**src/hw/rtl/mps_pkg.sv**
```systemverilog
// ---------------------------------------------------------------------------
// mps_pkg
// Types and constants shared by the program command sequencer modules.
// ---------------------------------------------------------------------------
package mps_pkg;

	typedef enum logic [1:0] {
		REQ_CTRL_RD = 2'd0,
		REQ_CTRL_WR = 2'd1,
		REQ_CMD_WR  = 2'd2,
		REQ_CMD_RD  = 2'd3
	} req_t;

	localparam logic [7:0]  OFF_TARGET = 8'h30;
	localparam logic [7:0]  OFF_STATUS = 8'h80;
	localparam logic [7:0]  OFF_ENTRY  = 8'h84;
	localparam int          ENTRY_BIT  = 7;
	localparam logic [31:0] READY_VAL  = 32'h0000_8000;

	localparam logic [7:0]  CMD_OPEN1  = 8'h40;
	localparam logic [7:0]  CMD_OPEN2  = 8'h08;
	localparam logic [7:0]  CMD_COMMIT = 8'hD0;

	// controller -> datapath
	typedef struct packed {
		logic accept;      // take the word on the input port
		logic load_read;   // load read response into the output register
		logic payload_rd;  // fetch payload entry at the emit index
		logic load_emit;   // load program write into the output register
	} cmd_t;

	// datapath -> controller
	typedef struct packed {
		logic is_read;     // current input word gives a read response
		logic commit;      // current input word commits a collection
		logic count_zero;  // nothing collected
		logic last_emit;   // emit index is at the final stored halfword
		logic out_free;    // output register can take a result this cycle
	} status_t;

endpackage

```
**src/hw/rtl/mps_ctrl.sv**
```systemverilog
// ---------------------------------------------------------------------------
// mps_ctrl
// Sequencer state machine: accepts input words, waits for memory reads and
// steps through the stored halfwords on a commit.
// ---------------------------------------------------------------------------
module mps_ctrl (
	input  logic             clk,
	input  logic             arst_n,
	input  logic             in_valid,
	output logic             in_ready,
	output mps_pkg::cmd_t    cmd,
	input  mps_pkg::status_t status
);

	typedef enum logic [1:0] {
		ST_IDLE,
		ST_READ,
		ST_FETCH,
		ST_EMIT
	} state_t;

	state_t state_q;
	logic   ready_q;

	assign in_ready = ready_q;

	always_comb begin
		cmd = '0;
		case (state_q)
			ST_IDLE:  cmd.accept     = in_valid;
			ST_READ:  cmd.load_read  = status.out_free;
			ST_FETCH: cmd.payload_rd = 1'b1;
			ST_EMIT:  cmd.load_emit  = status.out_free;
			default:  cmd = '0;
		endcase
	end

	always_ff @(posedge clk or negedge arst_n) begin
		if (!arst_n) begin
			state_q <= ST_IDLE;
			ready_q <= 1'b1;
		end else begin
			case (state_q)
				ST_IDLE: begin
					if (in_valid) begin
						if (status.is_read) begin
							state_q <= ST_READ;
							ready_q <= 1'b0;
						end else if (status.commit && !status.count_zero) begin
							state_q <= ST_FETCH;
							ready_q <= 1'b0;
						end
					end
				end
				ST_READ: begin
					if (status.out_free) begin
						state_q <= ST_IDLE;
						ready_q <= 1'b1;
					end
				end
				ST_FETCH: begin
					state_q <= ST_EMIT;
				end
				ST_EMIT: begin
					if (status.out_free) begin
						if (status.last_emit) begin
							state_q <= ST_IDLE;
							ready_q <= 1'b1;
						end else begin
							state_q <= ST_FETCH;
						end
					end
				end
				default: begin
					state_q <= ST_IDLE;
					ready_q <= 1'b1;
				end
			endcase
		end
	end

endmodule

```
**src/hw/rtl/mps_datapath.sv**
```systemverilog
// ---------------------------------------------------------------------------
// mps_datapath
// Register shadow, target and mode registers, command phase tracking,
// payload store and the output register.
// ---------------------------------------------------------------------------
module mps_datapath #(
	parameter int SHADOW_WORDS  = 64,
	parameter int PAYLOAD_BYTES = 32
) (
	input  logic              clk,
	input  logic              arst_n,
	input  logic [1:0]        req_type,
	input  logic [7:0]        offset,
	input  logic              halfword_access,
	input  logic [31:0]       write_data,
	input  mps_pkg::cmd_t     cmd,
	output mps_pkg::status_t  status,
	output logic              out_valid,
	input  logic              out_ready,
	output logic              resp_kind,
	output logic [31:0]       read_data,
	output logic [31:0]       mem_address,
	output logic [15:0]       mem_halfword,
	output logic              last
);

	localparam int HALVES = PAYLOAD_BYTES / 2;
	localparam int SAW    = $clog2(SHADOW_WORDS);
	localparam int PIW    = (HALVES > 1) ? $clog2(HALVES) : 1;
	localparam int PCW    = $clog2(HALVES + 1);

	typedef enum logic [1:0] {
		PH_IDLE,
		PH_OPEN1,
		PH_COLLECT
	} phase_t;

	typedef enum logic [1:0] {
		RS_MEM,
		RS_ENTRY,
		RS_STATUS,
		RS_ZERO
	} rsel_t;

	// register shadow
	logic [31:0]           shd_mem [SHADOW_WORDS];
	logic [SHADOW_WORDS-1:0] shd_vld_q;
	logic [31:0]           shd_rdata_q;
	logic                  rd_vld_q;

	// payload store, no reset: only entries written since the opener are read
	logic [15:0]           pl_mem [HALVES];
	logic [15:0]           pl_rdata_q;

	logic [31:0]           target_q;
	logic                  mode_q;
	phase_t                phase_q;
	logic [PCW-1:0]        count_q;
	logic [PIW-1:0]        idx_q;
	rsel_t                 rsel_q;

	logic                  out_valid_q;
	logic                  resp_kind_q;
	logic [31:0]           read_data_q;
	logic [31:0]           mem_address_q;
	logic [15:0]           mem_halfword_q;
	logic                  last_q;

	logic [5:0]            word_idx;
	logic                  idx_ok;
	logic [SAW-1:0]        shd_idx;
	logic [7:0]            cmd_byte;
	logic                  ctrl_rd, ctrl_wr, cmd_wr, cmd_rd;
	logic                  byte_wr, half_wr, commit;
	logic                  shd_we, pl_we;
	logic                  out_free;
	logic [31:0]           rd_value;

	assign word_idx = offset[7:2];
	assign idx_ok   = int'(word_idx) < SHADOW_WORDS;
	assign shd_idx  = SAW'(word_idx);
	assign cmd_byte = write_data[7:0];

	assign ctrl_rd  = req_type == mps_pkg::REQ_CTRL_RD;
	assign ctrl_wr  = req_type == mps_pkg::REQ_CTRL_WR;
	assign cmd_wr   = req_type == mps_pkg::REQ_CMD_WR;
	assign cmd_rd   = req_type == mps_pkg::REQ_CMD_RD;
	assign byte_wr  = cmd_wr && !halfword_access;
	assign half_wr  = cmd_wr && halfword_access;
	assign commit   = byte_wr && (cmd_byte == mps_pkg::CMD_COMMIT) && (phase_q == PH_COLLECT);

	assign shd_we   = cmd.accept && ctrl_wr && idx_ok;
	assign pl_we    = cmd.accept && half_wr && (phase_q == PH_COLLECT)
		&& (count_q < PCW'(HALVES));

	assign out_free = !out_valid_q || out_ready;

	assign status.is_read    = ctrl_rd || cmd_rd;
	assign status.commit     = commit;
	assign status.count_zero = count_q == '0;
	assign status.last_emit  = (PCW'(idx_q) + PCW'(1)) == count_q;
	assign status.out_free   = out_free;

	always_comb begin
		case (rsel_q)
			RS_MEM:    rd_value = rd_vld_q ? shd_rdata_q : '0;
			RS_ENTRY:  rd_value = 32'(mode_q) << mps_pkg::ENTRY_BIT;
			RS_STATUS: rd_value = mps_pkg::READY_VAL;
			default:   rd_value = '0;
		endcase
	end

	// memories
	always_ff @(posedge clk) begin
		if (shd_we)
			shd_mem[shd_idx] <= write_data;
		if (cmd.accept && ctrl_rd)
			shd_rdata_q <= shd_mem[shd_idx];
		if (pl_we)
			pl_mem[count_q[PIW-1:0]] <= write_data[15:0];
		if (cmd.payload_rd)
			pl_rdata_q <= pl_mem[idx_q];
	end

	always_ff @(posedge clk or negedge arst_n) begin
		if (!arst_n) begin
			shd_vld_q <= '0;
			rd_vld_q  <= 1'b0;
			target_q  <= '0;
			mode_q    <= 1'b0;
			phase_q   <= PH_IDLE;
			count_q   <= '0;
			idx_q     <= '0;
			rsel_q    <= RS_ZERO;
		end else begin
			if (shd_we)
				shd_vld_q[shd_idx] <= 1'b1;
			if (cmd.accept) begin
				if (ctrl_rd) begin
					rd_vld_q <= shd_vld_q[shd_idx];
					if (offset == mps_pkg::OFF_ENTRY)
						rsel_q <= RS_ENTRY;
					else if (offset == mps_pkg::OFF_STATUS)
						rsel_q <= RS_STATUS;
					else if (idx_ok)
						rsel_q <= RS_MEM;
					else
						rsel_q <= RS_ZERO;
				end
				if (cmd_rd)
					rsel_q <= RS_ZERO;
				if (ctrl_wr) begin
					if (offset == mps_pkg::OFF_ENTRY)
						mode_q <= write_data[mps_pkg::ENTRY_BIT];
					if (offset == mps_pkg::OFF_TARGET)
						target_q <= write_data;
				end
				if (pl_we)
					count_q <= count_q + PCW'(1);
				if (byte_wr) begin
					if (cmd_byte == mps_pkg::CMD_OPEN1) begin
						phase_q <= PH_OPEN1;
					end else if (cmd_byte == mps_pkg::CMD_OPEN2 && phase_q == PH_OPEN1) begin
						phase_q <= PH_COLLECT;
						count_q <= '0;
					end else begin
						phase_q <= PH_IDLE;
						if (commit)
							idx_q <= '0;
					end
				end
			end
			if (cmd.load_emit && !status.last_emit)
				idx_q <= idx_q + PIW'(1);
		end
	end

	// output register
	always_ff @(posedge clk or negedge arst_n) begin
		if (!arst_n) begin
			out_valid_q <= 1'b0;
		end else begin
			if (cmd.load_read || cmd.load_emit)
				out_valid_q <= 1'b1;
			else if (out_ready)
				out_valid_q <= 1'b0;
		end
	end

	always_ff @(posedge clk) begin
		if (cmd.load_read) begin
			resp_kind_q    <= 1'b0;
			read_data_q    <= rd_value;
			mem_address_q  <= '0;
			mem_halfword_q <= '0;
			last_q         <= 1'b1;
		end else if (cmd.load_emit) begin
			resp_kind_q    <= 1'b1;
			read_data_q    <= '0;
			mem_address_q  <= target_q + 32'({idx_q, 1'b0});
			mem_halfword_q <= pl_rdata_q;
			last_q         <= status.last_emit;
		end
	end

	assign out_valid    = out_valid_q;
	assign resp_kind    = resp_kind_q;
	assign read_data    = read_data_q;
	assign mem_address  = mem_address_q;
	assign mem_halfword = mem_halfword_q;
	assign last         = last_q;

endmodule

```
**src/hw/rtl/mram_program_command_sequencer.sv**
```systemverilog
// ---------------------------------------------------------------------------
// mram_program_command_sequencer
// Controller register window with shadow, plus a command port that collects
// halfwords and emits memory program writes on commit.
// ---------------------------------------------------------------------------
//  channel | handshake            | payload
//  --------+----------------------+---------------------------------------------
//  in      | in_valid / in_ready  | req_type, offset, halfword_access, write_data
//  out     | out_valid / out_ready| resp_kind, read_data, mem_address,
//          |                      | mem_halfword, last
//
// For a read, the shadow read is registered before the output register
// loads. A commit emits each stored halfword in turn, one payload read
// and then one output load per halfword.
// Reset clears shadow valid bits at once; no clearing pass is needed.
// A stalled output holds the sequencer in its read or emit step; writes are
// still taken while an earlier result waits.
// ---------------------------------------------------------------------------
module mram_program_command_sequencer #(
	parameter int SHADOW_WORDS  = 64,
	parameter int PAYLOAD_BYTES = 32
) (
	input  logic        clk,
	input  logic        arst_n,
	input  logic        in_valid,
	output logic        in_ready,
	input  logic [1:0]  req_type,
	input  logic [7:0]  offset,
	input  logic        halfword_access,
	input  logic [31:0] write_data,
	output logic        out_valid,
	input  logic        out_ready,
	output logic        resp_kind,
	output logic [31:0] read_data,
	output logic [31:0] mem_address,
	output logic [15:0] mem_halfword,
	output logic        last
);

	mps_pkg::cmd_t    cmd;
	mps_pkg::status_t status;

	mps_ctrl u_ctrl (
		.clk      (clk),
		.arst_n   (arst_n),
		.in_valid (in_valid),
		.in_ready (in_ready),
		.cmd      (cmd),
		.status   (status)
	);

	mps_datapath #(
		.SHADOW_WORDS  (SHADOW_WORDS),
		.PAYLOAD_BYTES (PAYLOAD_BYTES)
	) u_datapath (
		.clk             (clk),
		.arst_n          (arst_n),
		.req_type        (req_type),
		.offset          (offset),
		.halfword_access (halfword_access),
		.write_data      (write_data),
		.cmd             (cmd),
		.status          (status),
		.out_valid       (out_valid),
		.out_ready       (out_ready),
		.resp_kind       (resp_kind),
		.read_data       (read_data),
		.mem_address     (mem_address),
		.mem_halfword    (mem_halfword),
		.last            (last)
	);

endmodule

```
**config.mk**
```make
export PLATFORM = sky130hd
export DESIGN_NAME = mram_program_command_sequencer
export DESIGN_NICKNAME = d
export VERILOG_FILES = /design/src/hw/rtl/mps_pkg.sv /design/src/hw/rtl/mps_ctrl.sv /design/src/hw/rtl/mps_datapath.sv /design/src/hw/rtl/mram_program_command_sequencer.sv
export SDC_FILE = /design/constraint.sdc
export NUM_CORES = 2
export LEC_CHECK = 0
export BUFFER_PORTS_ARGS = -buffer_cell sky130_fd_sc_hd__buf_2
export CELL_PAD_IN_SITES_DETAIL_PLACEMENT = 1
export CELL_PAD_IN_SITES_GLOBAL_PLACEMENT = 1
export CORE_MARGIN = 2
export CORE_UTILIZATION = 60
export CTS_CLUSTER_SIZE = 14
export DETAILED_ROUTE_END_ITERATION = 6
export PLACE_DENSITY = 0.8
export SLEW_MARGIN = 20
export SYNTH_ARGS = -nofsm -noshare
export SYNTH_HDL_FRONTEND = slang
export SYNTH_SLANG_ARGS = --single-unit
```
**constraint.sdc**
```tcl
create_clock -name clk -period 6.7 [get_ports clk]
set_input_delay 0.67 -clock clk [delete_from_list [all_inputs] [get_ports clk]]
set_output_delay 0.67 -clock clk [all_outputs]
set_load 0.01 [all_outputs]
```
Word level (Yosys, flattened, before mapping). Memory sizes are Yosys's and may differ from the RTL's. A register that Yosys moved wholly into a read port is not among the register bits. Cells that the tools add are included.

$add $sub $neg: 4. Order comparisons: 3. Eq/ne operators: 24. Multiplexer cells: 48. Bitwise gates (word level): 1. Reductions and logical operators: 39.

Operators by type and width (count): two-way mux 32 bit (3); one-hot mux 32 bit (3 select lines) (1); OR 64 bit (1); adder 32 x 5 -> 32 bit (1); equality test 8 bit, second input constant (3); two-way mux 2 bit (12); two-way mux 4 bit (6); two-way mux 5 bit (4); two-way mux 1 bit (18); logical AND 1 bit (13); equality test 2 bit, second input constant (6); nonzero test 2 bit (6); equality test 2 x 1 -> 1 bit, second input constant (4); equality test 8 x 4 -> 1 bit, second input constant (1); equality test 8 x 6 -> 1 bit, second input constant (1); equality test 8 x 7 -> 1 bit, second input constant (1); one-hot mux 2 bit (4 select lines) (1); < comparator 6 x 7 -> 1 bit, second input constant (1); binary-select mux 1 bit (select 6 bit) (1); demux 1 bit (select 6 bit) (1); >= comparator 6 x 1 -> 1 bit, second input constant (1); logical NOT 2 bit (3); inequality test 2 x 1 -> 1 bit, second input constant (3); inequality test 2 bit, second input constant (3); 16 further kinds (24).

Register bits: 197. Memory bits (writable): 2304. Input bits: 47. Output and inout bits: 84. Word-level logic and storage cells: 137. Memories: 2.

Memories: u_datapath.shd_mem (words 64, width 32, rd ports 1, clocked after Yosys merged registers in 1, wr ports 1, line mps_datapath.sv:46) `logic [31:0] shd_mem [SHADOW_WORDS];`; u_datapath.pl_mem (words 16, width 16, rd ports 1, clocked after Yosys merged registers in 1, wr ports 1, line mps_datapath.sv:52) `logic [15:0] pl_mem [HALVES];`.

Logic depth before layout (Yosys ltp).
Depth in word-level cells: 10. Mapped depth: 11. Gate-level depth less buffers: 9.

Modules after synthesis. A second synthesis with hierarchy kept.

Cells, all modules: 4491. Area, all modules: 97651.2 µm².

By module, submodules not included: mps_datapath (times used 1, cells an instance 4472, area an instance 97476.0 µm², sequential area each 75394.8 µm²); mps_ctrl (times used 1, cells an instance 19, area an instance 175.2 µm², sequential area each 76.3 µm²).

Worst setup path after synthesis. No wires, ideal clock.

Kind: input port to flip-flop. From: input offset[2]. To: register u_datapath.target_q[10]. Library setup time: 0.125 ns. Data arrival time: 3.721 ns. Required time: 6.575 ns. Path slack: 2.854 ns. Stages: 8. Path buffers: 4. Cell sequence: buf_6 -> buf_6 -> buf_4 -> nand3b_1 -> nor2_1 -> nand2_1 -> buf_2 -> mux2_2.

Longest elaborated chain between the ends: 2.

Ends and longest elaborated chain: from (decl) (line mram_program_command_sequencer.sv:28) `input logic [7:0] offset,`; equality test 8 x 6 -> 1 bit (line mps_datapath.sv:155) `if (offset == mps_pkg::OFF_TARGET)`; AND reduction 3 bit (no line); to (signal assigned) (line mps_datapath.sv:156) `target_q <= write_data;`; to (decl) (line mps_datapath.sv:55) `logic [31:0] target_q;`.

Every way passes these cells. A chain may end at the register's enable or synchronous reset.

Worst setup path in the final report.
From: register u_ctrl.state_q[0]. To: memory u_datapath.shd_mem[62][23], enable pin.

Longest elaborated chain between the ends: 5.

Ends and longest elaborated chain: from (decl) (line mps_ctrl.sv:22) `state_t state_q;`; from (signal assigned) (line mps_ctrl.sv:40) `state_q <= ST_IDLE;`; from (signal assigned) (line mps_ctrl.sv:47) `state_q <= ST_READ;`; from (signal assigned) (line mps_ctrl.sv:50) `state_q <= ST_FETCH;`; logical NOT 2 bit (line mps_ctrl.sv:29) `case (state_q)`; two-way mux 1 bit (line mps_ctrl.sv:29); logical AND 1 bit (line mps_datapath.sv:92) `assign shd_we = cmd.accept && ctrl_wr && idx_ok;`; two-way mux 1 bit (line mps_datapath.sv:115) `if (shd_we)`; two-way mux 1 bit (not written as such) (line mps_datapath.sv:116) `shd_mem[shd_idx] <= write_data;`; to (decl) (line mps_datapath.sv:46).

Every way passes these cells.

==> impl_metrics.tcl <==
set metrics [dict create \
    status "complete, no violations" \
    ys_types 65 \
    grt_overflow 0 \
    p_int_uw 26800 \
    wl_per_cell_um 40.6 \
    seqPwrFrac_pct 51.0 \
    drt_drc_violations_left 0 \
    worst_hold_path_type "in2reg" \
    critical_path_depth 5 \
    ir_drop_v 0.000326 \
    drv_cap 0 \
    cp_max_fo 22 \
    htree_levels 4 \
    p_leak_uw 0.0359 \
    antenna_found_initial 22 \
    clock_skew_ns 0.0604 \
    first_global_vias 53300 \
    grt_first_pass_wirelength_um 414000 \
    p_sw_share_pct 23.8 \
    p_sw_uw 8350 \
    die_w_um 407 \
    synth_enable_flop_cells 2384 \
    cp_top_family "simple AND/OR/NAND/NOR gates" \
    synth_largest_area_cell "edfxtp_1" \
    layoutNonFillerInstCount 7236 \
    clk_pin_slew_worst_paths_ns 0.07 \
    cts_tree "yes" \
    syn_inst 4523 \
    worstPathCellList "nor3b_2 -> and2_1 -> nand3_1 -> nor2_4 -> buf_4" \
    powerDensity_nw_per_um2 318 \
    worst_pin_slew_ns 1.23 \
    synth_top_area_share_pct 73.3 \
    slowest_stage "nor2_4" \
    tns_ns 0 \
    nFillCells 12600 \
    postRouteAntennaNets 0 \
    crit_buf_inv 1 \
    seq_area_frac_synth_pct 77.3 \
    synth_nets 4584 \
    path_class "reg2reg" \
    io_pins 131 \
    synth.most_common_cell "edfxtp_1" \
    initial_core_util_pct 60.2 \
    grt_max_degree 101 \
    area_growth_pct 13.0 \
    via_count 51800 \
    die-area_sq_um 166000 \
    die_h_um 407 \
    min_period_ns 4.20 \
    power_frac_clock_pct 40.3 \
    cp-end-kind "flip-flop" \
    yosys_warnings 0 \
    final_hold_viol_count 0 \
    gp_congestion 0.886 \
    drive_above_1_share_pct 29.5 \
    dp_hpwl_um 162000 \
    rsz0062_at_grt "false" \
    synth.area.top_cells "edfxtp_1, mux4_2, dfrtp_1" \
    numCtsBuffers 239 \
    synth-main-ff-cell "edfxtp_1" \
    drtIter0Drc 8714 \
    slew_headroom_pct 17.7 \
    root_buffer "clkbuf_16" \
    async_flop_share_pct 4.51 \
    cpPeakStageDelay_ns 1.05 \
    portBuffers 130 \
    drv_slew 0 \
    critPathRequiredTime_ns 7.27 \
    rows 148 \
    max_freq_mhz 238 \
    setup_viol 0 \
    fin_crit_sh_pct 62.7 \
    via_per_inst 7.16 \
    power_frac_comb_pct 8.8 \
    synth_seq_cells 2549 \
    grt_use_total_pct 35.7 \
    arrival_ns 4.77 \
    netlist_area_sq_um 97700 \
    worstHoldPathCells 1 \
    cp-start-kind "flip-flop" \
    drt_pass1_iterations 6 \
    cts_setup_buffers 0 \
    nets 4891 \
    wl_um 293000 \
    syn_avg_cell_area_sq_um 21.6 \
    clockBufferDepth 3 \
    core-area_sq_um 162000 \
    dp.cells 6758 \
    r2r_cells 5 \
    clock_sinks 2549 \
    clkLatencyLatePin_ns 0.92 \
    synth.top_cells.by_count "edfxtp_1, mux4_2, nand2_1" \
]
cells by family after synthesis:
kind of cell             share of synthesized area [%]
multiplexers                                      15.9
adder cells (fa/ha/maj)                          0.187
AND/OR/NAND/NOR                                   2.63
flip-flops                                        77.3
AO/OA/AOI/OAI                                     2.43
buffers and inverters                             1.28
XOR/XNOR                                         0.319
stage by stage:
step                total power, uW  worst slack [ns]  util [%]  instance area (sq um)  hold slack (ns)
floorplan                     19900              2.85         -                  97700            0.374
global placement              21100              1.74      62.7                 102000            0.422
detailed placement            21200              1.85      63.0                 102000            0.428
CTS                           35100              2.57      68.0                 110000           0.0555
global route                  35800              2.48      68.0                 110000           0.0869
finish                        35100              2.50      68.1                 110000            0.104
what timing repair did:
action	4_1_cts	5_1_grt
setup endpoints to repair	0	0
resized for setup	0	0
hold endpoints to repair	60	0
hold buffers	1	0
sequential cells by signal, indices dropped and copies added (netlist names), 32 cells and up:
signal                  flops
u_datapath.shd_vld_q       64
u_datapath.shd_rdata_q     32
u_datapath.pl_mem         256
u_datapath.read_data       32
u_datapath.shd_mem       2048
u_datapath.target_q        32
u_datapath.mem_address     32
power by group through the flow:
| stage | sequential [uW] | combinational, uW | clock, uW |
|---|---|---|---|
| finish | 17900 | 3080 | 14200 |
| global route | 17900 | 3200 | 14700 |
| CTS | 17900 | 3040 | 14200 |
| detailed placement | 18200 | 2990 | 0 |
| global placement | 18200 | 2900 | 0 |
| floorplan | 18200 | 1690 | 0 |
per-layer routing:
metal,track usage (%),up-vias,wire length (um)
met3,8.64,767,34700
met1,48.3,27400,102000
li1,-,19400,-
met2,55.7,4222,141000
met5,0,-,74
met4,17.1,10,16100
placed cells by master, fill, tap and decap left out, types with 13 or more instances in the layout:
master,netlist,layout
o22ai_1,36,36
nor2_1,98,30
nor3_1,16,15
bufinv_16,0,32
and2_1,62,55
a22oi_1,45,45
nand3_1,41,41
clkinv_1,1,53
buf_2,76,122
o21ai_0,44,44
a22o_1,24,24
clkbuf_1,108,57
a21oi_1,96,95
a211oi_1,19,19
ha_1,13,13
diode_2,0,17
mux2_2,73,73
nor2_4,0,65
dfxtp_1,50,50
dfrtp_1,112,110
inv_1,25,24
nand2_1,154,153
xnor2_1,23,23
buf_16,0,13
mux4_2,602,602
nor4_1,18,13
edfxtp_1,2384,2384
clkinv_2,0,42
mux2i_1,114,114
clkbuf_16,0,239
buf_4,23,151
or2_2,64,64
path summary, 6_finish.rpt:
path	from	to	slack (ns)
max	u_ctrl.state_q[0]	u_datapath.shd_mem[62][23]	2.50
min	write_data[9]	u_datapath.pl_mem[6][9]	0.10
max reg2reg	u_ctrl.state_q[0]	u_datapath.shd_mem[62][23]	2.50
min reg2reg	u_datapath.mem_halfword[15]	u_datapath.mem_halfword[15]	0.44
max in group asynchronous	arst_n	u_datapath.shd_vld_q[28]	4.73
min in group asynchronous	arst_n	u_datapath.out_valid	0.44
cell type report:
cell class | count | area, sq um | area share, %
Multi-Input combinational cell | 1706 | 21500 | 19.5
Clock buffer | 303 | 6290 | 5.70
Tap cell | 2175 | 2720 | 2.46
Antenna cell | 17 | 42.5 | 0.0385
Timing Repair Buffer | 308 | 2470 | 2.24
Clock inverter | 152 | 1780 | 1.61
Sequential cell | 2549 | 75500 | 68.4
Inverter | 26 | 97.6 | 0.0884
(Power assumes the default switching activity.)
